<file path="config.mk">
export PLATFORM = sky130hd
export DESIGN_NAME = rgb_to_hsv_convert_core
export DESIGN_NICKNAME = d
export VERILOG_FILES = /design/src/hw/rtl/hsv_pkg.sv /design/src/hw/rtl/hsv_front.sv /design/src/hw/rtl/hsv_div.sv /design/src/hw/rtl/rgb_to_hsv_convert_core.sv
export SDC_FILE = /design/constraint.sdc
export NUM_CORES = 1
export LEC_CHECK = 0
export BUFFER_PORTS_ARGS = -buffer_cell sky130_fd_sc_hd__buf_2
export CAP_MARGIN = 15
export CORE_MARGIN = 2
export CORE_UTILIZATION = 39
export CTS_BUF_LIST = sky130_fd_sc_hd__clkbuf_2
export DETAILED_ROUTE_END_ITERATION = 8
export PLACE_DENSITY = 0.68
export SETUP_SLACK_MARGIN = 0.3
export SLEW_MARGIN = 10
export SYNTH_ARGS = -nofsm -noshare
export SYNTH_HDL_FRONTEND = slang
export SYNTH_SLANG_ARGS = --single-unit
</file>
<file path="constraint.sdc">
create_clock -name clock -period 19.6 [get_ports clock]
set_input_delay 3.92 -clock clock [delete_from_list [all_inputs] [get_ports clock]]
set_output_delay 3.92 -clock clock [all_outputs]
set_load 0.01 [all_outputs]
</file>
<file path="src/hw/rtl/hsv_pkg.sv">
// shared types and constants for the rgb to hsv converter
package hsv_pkg;

   localparam int CH_W   = 8;    // colour channel width
   localparam int HUE_W  = 9;    // hue field width
   localparam int NUM_W  = 18;   // dividend width
   localparam int DEN_W  = 9;    // divisor width
   localparam int Q_W    = 9;    // quotient width, one bit per divider stage
   localparam int HN_W   = 18;   // signed hue numerator width

   localparam logic signed [HN_W-1:0] HUE_STEP  = 18'sd60;
   localparam logic signed [HN_W-1:0] HUE_GREEN = 18'sd120;
   localparam logic signed [HN_W-1:0] HUE_BLUE  = 18'sd240;
   localparam logic signed [HN_W-1:0] HUE_FULL  = 18'sd360;
   localparam logic [HUE_W-1:0]       HUE_WRAP  = 9'd360;
   localparam logic [NUM_W-1:0]       SAT_SCALE = 18'd510;

   typedef enum logic [1:0] {
      SECT_RED,
      SECT_GREEN,
      SECT_BLUE
   } sector_type;

   // per-word control and values carried alongside the dividers
   typedef struct packed {
      logic            valid;
      logic            gray;
      logic            black;
      logic [CH_W-1:0] bright;
   } side_type;

endpackage

</file>
<file path="src/hw/rtl/hsv_front.sv">
// front end: max/min, sector pick and divider operands over two stages
module hsv_front (
   input  logic                          clock,
   input  logic                          reset,
   input  logic                          enable,
   input  logic                          in_valid,
   input  logic [hsv_pkg::CH_W-1:0]      red,
   input  logic [hsv_pkg::CH_W-1:0]      green,
   input  logic [hsv_pkg::CH_W-1:0]      blue,
   output hsv_pkg::side_type             side,
   output logic [hsv_pkg::NUM_W-1:0]     hue_num,
   output logic [hsv_pkg::DEN_W-1:0]     hue_den,
   output logic [hsv_pkg::NUM_W-1:0]     sat_num,
   output logic [hsv_pkg::DEN_W-1:0]     sat_den
);

   // stage one
   logic [hsv_pkg::CH_W-1:0] mx_in, mn_in, d_in;
   hsv_pkg::sector_type      sect_in;
   logic [hsv_pkg::CH_W:0]   diff_in;

   logic                     valid1_ff;
   logic [hsv_pkg::CH_W-1:0] mx1_ff, d1_ff;
   hsv_pkg::sector_type      sect1_ff;
   logic [hsv_pkg::CH_W:0]   diff1_ff;

   // stage two
   logic signed [hsv_pkg::HN_W-1:0] d_s, diff_s, off_s, n_s;
   logic [hsv_pkg::NUM_W-1:0]       hue_num_in, sat_num_in;
   hsv_pkg::side_type               side_in;

   hsv_pkg::side_type               side_ff;
   logic [hsv_pkg::NUM_W-1:0]       hue_num_ff, sat_num_ff;
   logic [hsv_pkg::DEN_W-1:0]       hue_den_ff, sat_den_ff;

   always_comb begin
      mx_in = red;
      if (green > mx_in) mx_in = green;
      if (blue > mx_in) mx_in = blue;
      mn_in = red;
      if (green < mn_in) mn_in = green;
      if (blue < mn_in) mn_in = blue;
      d_in = mx_in - mn_in;
      // ties go to red, then green
      if (mx_in == red) begin
         sect_in = hsv_pkg::SECT_RED;
      end else if (mx_in == green) begin
         sect_in = hsv_pkg::SECT_GREEN;
      end else begin
         sect_in = hsv_pkg::SECT_BLUE;
      end
      case (sect_in)
         hsv_pkg::SECT_RED:   diff_in = {1'b0, green} - {1'b0, blue};
         hsv_pkg::SECT_GREEN: diff_in = {1'b0, blue} - {1'b0, red};
         default:             diff_in = {1'b0, red} - {1'b0, green};
      endcase
   end

   always_ff @(posedge clock) begin
      if (reset) begin
         valid1_ff <= 1'b0;
      end else if (enable) begin
         valid1_ff <= in_valid;
      end
   end

   always_ff @(posedge clock) begin
      if (enable) begin
         mx1_ff   <= mx_in;
         d1_ff    <= d_in;
         sect1_ff <= sect_in;
         diff1_ff <= diff_in;
      end
   end

   always_comb begin
      d_s    = signed'({{(hsv_pkg::HN_W-hsv_pkg::CH_W){1'b0}}, d1_ff});
      diff_s = signed'({{(hsv_pkg::HN_W-hsv_pkg::CH_W-1){diff1_ff[hsv_pkg::CH_W]}},
                        diff1_ff});
      case (sect1_ff)
         hsv_pkg::SECT_RED:   off_s = '0;
         hsv_pkg::SECT_GREEN: off_s = d_s * hsv_pkg::HUE_GREEN;
         default:             off_s = d_s * hsv_pkg::HUE_BLUE;
      endcase
      n_s = diff_s * hsv_pkg::HUE_STEP + off_s;
      // a negative red-sector hue wraps up by a full turn
      if (n_s < 0) n_s = n_s + d_s * hsv_pkg::HUE_FULL;
      hue_num_in = {n_s[hsv_pkg::NUM_W-2:0], 1'b0}
                   + {{(hsv_pkg::NUM_W-hsv_pkg::CH_W){1'b0}}, d1_ff};
      sat_num_in = {{(hsv_pkg::NUM_W-hsv_pkg::CH_W){1'b0}}, d1_ff} * hsv_pkg::SAT_SCALE
                   + {{(hsv_pkg::NUM_W-hsv_pkg::CH_W){1'b0}}, mx1_ff};
      side_in.valid  = valid1_ff;
      side_in.gray   = (d1_ff == '0);
      side_in.black  = (mx1_ff == '0);
      side_in.bright = mx1_ff;
   end

   always_ff @(posedge clock) begin
      if (reset) begin
         side_ff.valid <= 1'b0;
      end else if (enable) begin
         side_ff.valid <= side_in.valid;
      end
   end

   always_ff @(posedge clock) begin
      if (enable) begin
         side_ff.gray   <= side_in.gray;
         side_ff.black  <= side_in.black;
         side_ff.bright <= side_in.bright;
         hue_num_ff     <= hue_num_in;
         sat_num_ff     <= sat_num_in;
         hue_den_ff     <= {d1_ff, 1'b0};
         sat_den_ff     <= {mx1_ff, 1'b0};
      end
   end

   assign side    = side_ff;
   assign hue_num = hue_num_ff;
   assign hue_den = hue_den_ff;
   assign sat_num = sat_num_ff;
   assign sat_den = sat_den_ff;

endmodule

</file>
<file path="src/hw/rtl/hsv_div.sv">
// pipelined restoring divider, one quotient bit per stage
module hsv_div (
   input  logic                      clock,
   input  logic                      enable,
   input  logic [hsv_pkg::NUM_W-1:0] num,
   input  logic [hsv_pkg::DEN_W-1:0] den,
   output logic [hsv_pkg::Q_W-1:0]   quo
);

   localparam int STAGES = hsv_pkg::Q_W;

   // the dividend is below den * 2**Q_W whenever den is nonzero, so its top bits seed the remainder
   logic [hsv_pkg::DEN_W-1:0] rem_ff  [STAGES];
   logic [hsv_pkg::Q_W-1:0]   low_ff  [STAGES];
   logic [hsv_pkg::Q_W-1:0]   q_ff    [STAGES];
   logic [hsv_pkg::DEN_W-1:0] den_ff  [STAGES];

   genvar i;
   generate
      for (i = 0; i < STAGES; i++) begin : g_stage
         logic [hsv_pkg::DEN_W-1:0] rem_prev, den_prev;
         logic [hsv_pkg::Q_W-1:0]   low_prev, q_prev;
         logic [hsv_pkg::DEN_W:0]   trial, diff;
         logic                      fits;
         logic [hsv_pkg::DEN_W-1:0] rem_in;
         logic [hsv_pkg::Q_W-1:0]   low_in, q_in;

         if (i == 0) begin : g_first
            assign rem_prev = num[hsv_pkg::NUM_W-1:hsv_pkg::Q_W];
            assign low_prev = num[hsv_pkg::Q_W-1:0];
            assign q_prev   = '0;
            assign den_prev = den;
         end else begin : g_next
            assign rem_prev = rem_ff[i-1];
            assign low_prev = low_ff[i-1];
            assign q_prev   = q_ff[i-1];
            assign den_prev = den_ff[i-1];
         end

         always_comb begin
            trial  = {rem_prev, low_prev[hsv_pkg::Q_W-1]};
            diff   = trial - {1'b0, den_prev};
            fits   = (trial >= {1'b0, den_prev});
            rem_in = fits ? diff[hsv_pkg::DEN_W-1:0] : trial[hsv_pkg::DEN_W-1:0];
            low_in = {low_prev[hsv_pkg::Q_W-2:0], 1'b0};
            q_in   = {q_prev[hsv_pkg::Q_W-2:0], fits};
         end

         always_ff @(posedge clock) begin
            if (enable) begin
               rem_ff[i] <= rem_in;
               low_ff[i] <= low_in;
               q_ff[i]   <= q_in;
               den_ff[i] <= den_prev;
            end
         end
      end
   endgenerate

   assign quo = q_ff[STAGES-1];

endmodule

</file>
<file path="src/hw/rtl/rgb_to_hsv_convert_core.sv">
// top level of the rgb to hsv converter: front end, two dividers, output stage
//
//   channel | ports                                                     | direction
//   --------+-----------------------------------------------------------+----------
//   request | req_valid req_stall req_red/green/blue                    | in
//   response| rsp_valid rsp_stall rsp_hue/saturation/brightness         | out
//
// one word accepted per cycle while req_stall is low; the pipeline is two front-end stages, nine
// divider stages (one quotient bit each) and the output register.
// the whole pipeline advances together; it holds only while a result sits in
// the output register and rsp_stall is high, and req_stall follows that.
// reset is synchronous and clears the valid bits only.
module rgb_to_hsv_convert_core (
   input  logic                         clock,
   input  logic                         reset,
   input  logic                         req_valid,
   output logic                         req_stall,
   input  logic [hsv_pkg::CH_W-1:0]     req_red,
   input  logic [hsv_pkg::CH_W-1:0]     req_green,
   input  logic [hsv_pkg::CH_W-1:0]     req_blue,
   output logic                         rsp_valid,
   input  logic                         rsp_stall,
   output logic [hsv_pkg::HUE_W-1:0]    rsp_hue,
   output logic [hsv_pkg::CH_W-1:0]     rsp_saturation,
   output logic [hsv_pkg::CH_W-1:0]     rsp_brightness
);

   localparam int DIV_STAGES = hsv_pkg::Q_W;

   logic                      advance;
   hsv_pkg::side_type         front_side;
   logic [hsv_pkg::NUM_W-1:0] hue_num, sat_num;
   logic [hsv_pkg::DEN_W-1:0] hue_den, sat_den;
   logic [hsv_pkg::Q_W-1:0]   hue_quo, sat_quo;

   hsv_pkg::side_type         side_ff [DIV_STAGES];

   logic [hsv_pkg::HUE_W-1:0] hue_in;
   logic [hsv_pkg::CH_W-1:0]  sat_in;
   logic                      rsp_valid_ff;
   logic [hsv_pkg::HUE_W-1:0] rsp_hue_ff;
   logic [hsv_pkg::CH_W-1:0]  rsp_sat_ff, rsp_bright_ff;

   assign advance   = !(rsp_valid_ff && rsp_stall);
   assign req_stall = !advance;

   hsv_front u_front (
      .clock    (clock),
      .reset    (reset),
      .enable   (advance),
      .in_valid (req_valid),
      .red      (req_red),
      .green    (req_green),
      .blue     (req_blue),
      .side     (front_side),
      .hue_num  (hue_num),
      .hue_den  (hue_den),
      .sat_num  (sat_num),
      .sat_den  (sat_den)
   );

   hsv_div u_hue_div (
      .clock  (clock),
      .enable (advance),
      .num    (hue_num),
      .den    (hue_den),
      .quo    (hue_quo)
   );

   hsv_div u_sat_div (
      .clock  (clock),
      .enable (advance),
      .num    (sat_num),
      .den    (sat_den),
      .quo    (sat_quo)
   );

   // word flags and brightness ride alongside the divider stages
   genvar i;
   generate
      for (i = 0; i < DIV_STAGES; i++) begin : g_side
         hsv_pkg::side_type side_prev;
         if (i == 0) begin : g_first
            assign side_prev = front_side;
         end else begin : g_next
            assign side_prev = side_ff[i-1];
         end

         always_ff @(posedge clock) begin
            if (reset) begin
               side_ff[i].valid <= 1'b0;
            end else if (advance) begin
               side_ff[i].valid <= side_prev.valid;
            end
         end

         always_ff @(posedge clock) begin
            if (advance) begin
               side_ff[i].gray   <= side_prev.gray;
               side_ff[i].black  <= side_prev.black;
               side_ff[i].bright <= side_prev.bright;
            end
         end
      end
   endgenerate

   always_comb begin
      // gray gives hue 0, and a hue that rounds up to a full turn wraps to 0
      if (side_ff[DIV_STAGES-1].gray) begin
         hue_in = '0;
      end else if (hue_quo >= hsv_pkg::HUE_WRAP) begin
         hue_in = hue_quo - hsv_pkg::HUE_WRAP;
      end else begin
         hue_in = hue_quo;
      end
      sat_in = side_ff[DIV_STAGES-1].black ? '0 : sat_quo[hsv_pkg::CH_W-1:0];
   end

   always_ff @(posedge clock) begin
      if (reset) begin
         rsp_valid_ff <= 1'b0;
      end else if (advance) begin
         rsp_valid_ff <= side_ff[DIV_STAGES-1].valid;
      end
   end

   always_ff @(posedge clock) begin
      if (advance) begin
         rsp_hue_ff    <= hue_in;
         rsp_sat_ff    <= sat_in;
         rsp_bright_ff <= side_ff[DIV_STAGES-1].bright;
      end
   end

   assign rsp_valid      = rsp_valid_ff;
   assign rsp_hue        = rsp_hue_ff;
   assign rsp_saturation = rsp_sat_ff;
   assign rsp_brightness = rsp_bright_ff;

   a_hue_range : assert property (@(posedge clock) disable iff (reset)
      rsp_valid |-> (rsp_hue < hsv_pkg::HUE_WRAP))
      else $error("hue out of range");

   a_black_zero : assert property (@(posedge clock) disable iff (reset)
      (rsp_valid && rsp_brightness == '0) |-> (rsp_saturation == '0 && rsp_hue == '0))
      else $error("black word with nonzero hue or saturation");

   a_unsat_gray : assert property (@(posedge clock) disable iff (reset)
      (rsp_valid && rsp_saturation == '0) |-> (rsp_hue == '0))
      else $error("zero saturation with nonzero hue");

   a_no_idle_stall : assert property (@(posedge clock) disable iff (reset)
      !rsp_valid |-> !req_stall)
      else $error("request stalled with empty output register");

   a_hold_result : assert property (@(posedge clock) disable iff (reset)
      (rsp_valid && rsp_stall) |=> (rsp_valid && $stable(rsp_hue)
                                    && $stable(rsp_saturation)))
      else $error("stalled word changed");

endmodule
</file>
==> results.md <==
* Status: completed
* Final setup vio count at 0
* Post-Synth XOR/XNOR Area at 5.44%
* First-pass DRT Iterations at 5
* Unique masters post-synth at 72
* CTS tree: done
* Vias per std cell at 4.97
* Crit Path Class: in -> reg
* Nets at about 3400
* Most common cell in the synthesized netlist: edfxtp_1
* Met1 Resource Use GR at approximately 16%
* Initial Util at 39.4%
* CTS root buf: clkbuf_2
* Synthesis-to-layout area growth at 8.28%
* # hold bufs at CTS at 0
* Yosys top cell by area: edfxtp_1
* Gr ovfl total at 0
* Reg clk slew, reported paths at ~0.1 ns
* Hold WS at 0.359 ns
* GRT busiest layer: met2
* Worst Path Required at 20.54 ns
* Total CTS buffers at 139
* DRC at 0
* Share of cells above drive strength 1 at 10.5%
* CP Max Fanout at 20
* Core area at 0.0820 sq mm
* Startpoint Class: input port
* Synth area leaders: edfxtp_1, ha_1, fa_1
* Gp weighted congestion at 0.875
* Synth top area share at roughly half
* Final Max Slew Viols at 0
* Routed Antenna Nets at 0
* Sequential fraction of the synthesis area at 49.6%
* Mux contribution to synthesized area at 1.70%
* Worst rel slew slack at 29.4%
* Cts repair resizes at 0
* DIE WIDTH at 292 microns
* GRT Total Usage at 14.2%
* Compound-cell area share of the yosys netlist at 11.9%
* Overall via count from detail_route at 20355
* Die area at 0.0851 sq mm
* Asr flop ratio synth at 0%
* Cell Rows at 105
* Die Y at 292 microns
* Post-Synth Adder-Cell Area at approximately 18%
* Critical Path Max Stage Delay at 0.76 ns
* Detailed Route WL at 59400 microns
* Register bit total from synthesis at 534
* Pin count of the biggest net entering global routing at 141
* CTS H-tree lvls at 4
* Met3 Usage GRT at roughly 3.2%
* Gate Count Post-Synth at around 2800
* Routed WL per cell at 14.5 microns
* First-pass GRT wire length at 98800 microns
* Post-synth EDFFs at 531
* Worst skew pair latency at 1.25 ns
* CP delay by family, top: compound AO/OA/AOI/OAI gates
* Clock Path Buffers at 3
* Syn Std Cell Area at between 0.03 and 0.04 sq mm
* Max-cap violations at 0
* Avg Synthesized Cell Area at 11.6 sq um
* Final number of hold-violating endpoints at 0
* Hold crit path type: reg -> reg
* # IOs at 55
* Setup Fix Bufs, Post-CTS at 0
* Port Buf Inserts at 54
* Final setup TNS at 0 ns
* Commonest cells post-synth: edfxtp_1, inv_1, ha_1, nor2_1, a21oi_1
* Global routing usage on met2 at about a quarter
* Main flop type after synthesis: edfxtp_1
* Synth warn at 0
* Clk_skew at between 0.1 and 0.15 ns
* RSZ-0062 raised after global routing: false
* Tmin final at 9.46 ns
* Vias in the first global route at about 21000
* Worst-margin pin slew at around 1.1 ns
* Largest family of logic cells by synthesized area: adder cells
* Worst path slowest cell: nor2_1
* Initial antenna violation count at 1
* Max Fclk at 106 MHz
* Final period utilization at 48.3%
* Initial DRC count at 884
* Clk sink count at 534
* Crit path buf inv count at 4
* Final HPWL DP at 43700 microns
* Synthesized Nets at 3208
* Crit. End Element: register
* Critical Path AT at 10.40 ns
* Post-Synth Simple-Gate Area at 9.11%
metrics by stage:
| stage | utilization, % | std cells | worst slack (ns) | instance area, sq um |
|---|---|---|---|---|
| floorplan | - | 2775 | 4.45 | 32300 |
| global placement | 41.2 | 3867 | 9.01 | 33800 |
| detailed placement | 41.2 | 3867 | 8.98 | 33800 |
| CTS | 42.6 | 4093 | 10.33 | 35000 |
| global route | 42.6 | 4094 | 9.73 | 35000 |
| finish | 42.6 | 4094 | 10.14 | 35000 |
layout make-up:
cell class | instances | area (sq um)
Timing Repair Buffer | 62 | 330
Inverter | 356 | 1340
Tap cell | 1070 | 1340
Sequential cell | 534 | 16000
Fill cell | 7783 | 47000
Clock inverter | 40 | 216
Clock buffer | 186 | 931
Antenna cell | 1 | 2.50
Multi-Input combinational cell | 1845 | 14800
logic make-up after synthesis:
logic type,Yosys count
AOI/OAI and AO/OA,599
and+or+nand+nor,591
xor gates and xnor gates,199
adders and majority gates,405
muxes,51
DFF,534
buffers and inverters,396
placed cells by master, fill, tap and decap left out, drive strengths merged, types with 7 or more instances in the layout:
master	Yosys	routed
edfxtp	531	531
inv	356	362
ha	321	321
nor2	194	194
a21oi	189	189
clkbuf	33	186
xnor2	131	131
o21ai	119	119
nand2	104	104
a21o	93	93
nor2b	91	91
fa	84	84
xor2	67	67
buf	7	62
nand2b	61	61
nand4	38	38
mux2	31	31
clkinv	0	28
a211oi	26	26
nor3	22	22
o21a	20	20
mux2i	20	20
nand3	19	19
o21bai	17	17
o31ai	17	17
and2	16	16
o211ai	13	13
a21boi	12	12
or2	11	11
a31oi	10	10
o22ai	10	10
o2111ai	9	9
o211a	8	8
a22o	8	8
a211o	7	7
or4	7	7
final timing paths:
check                       startpoint              endpoint  slack (ns)  cells past startpoint
setup / recovery          req_green[1]      u_front.d1_ff[7]       10.14                     28
hold / removal    u_sat_div.q_ff[3][1]  u_sat_div.q_ff[4][2]        0.36                      0
setup reg to reg      u_front.d1_ff[0]   u_front.hue_num[14]       11.27                     29
hold reg to reg   u_sat_div.q_ff[3][1]  u_sat_div.q_ff[4][2]        0.36                      0
worst register-to-register path, delay by kind of cell, from the launching register on:
family / cells / cell delay, ns
multiplexers: 2 / 0.52
AND/OR/NAND/NOR: 5 / 1.57
adder cells (fa/ha/maj): 5 / 2.24
flip-flops: 1 / 0.67
AO/OA/AOI/OAI: 15 / 2.68
XOR/XNOR: 2 / 0.37
routing by layer:
metal	wire, microns	part of all wire (%)	vias to the layer above
met3	2340	3.9	117
met4	1760	3.0	0
li1	-	-	10334
met1	25000	42	9550
met5	0	0	-
met2	30300	51	354
sequential cells by signal, indices dropped and copies added (netlist names), 2 cells and up:
name / count
u_front.sat_num: 18
u_front.diff1_ff: 9
u_front.side: 10
u_front.d1_ff: 8
u_front.hue_den: 5
u_sat_div.q_ff: 36
u_hue_div.rem_ff: 72
u_sat_div.rem_ff: 72
u_hue_div.low_ff: 35
u_front.mx1_ff: 8
u_front.hue_num: 18
u_hue_div.q_ff: 45
u_sat_div.low_ff: 28
u_front.sect1_ff: 2
side_ff: 99
rsp_hue: 9
rsp_brightness: 8
u_hue_div.den_ff: 42
rsp_saturation: 8
Power is left out: the tool's default activity adds up to more than one toggle a clock period on the data nets, which glitch-free logic cannot reach.
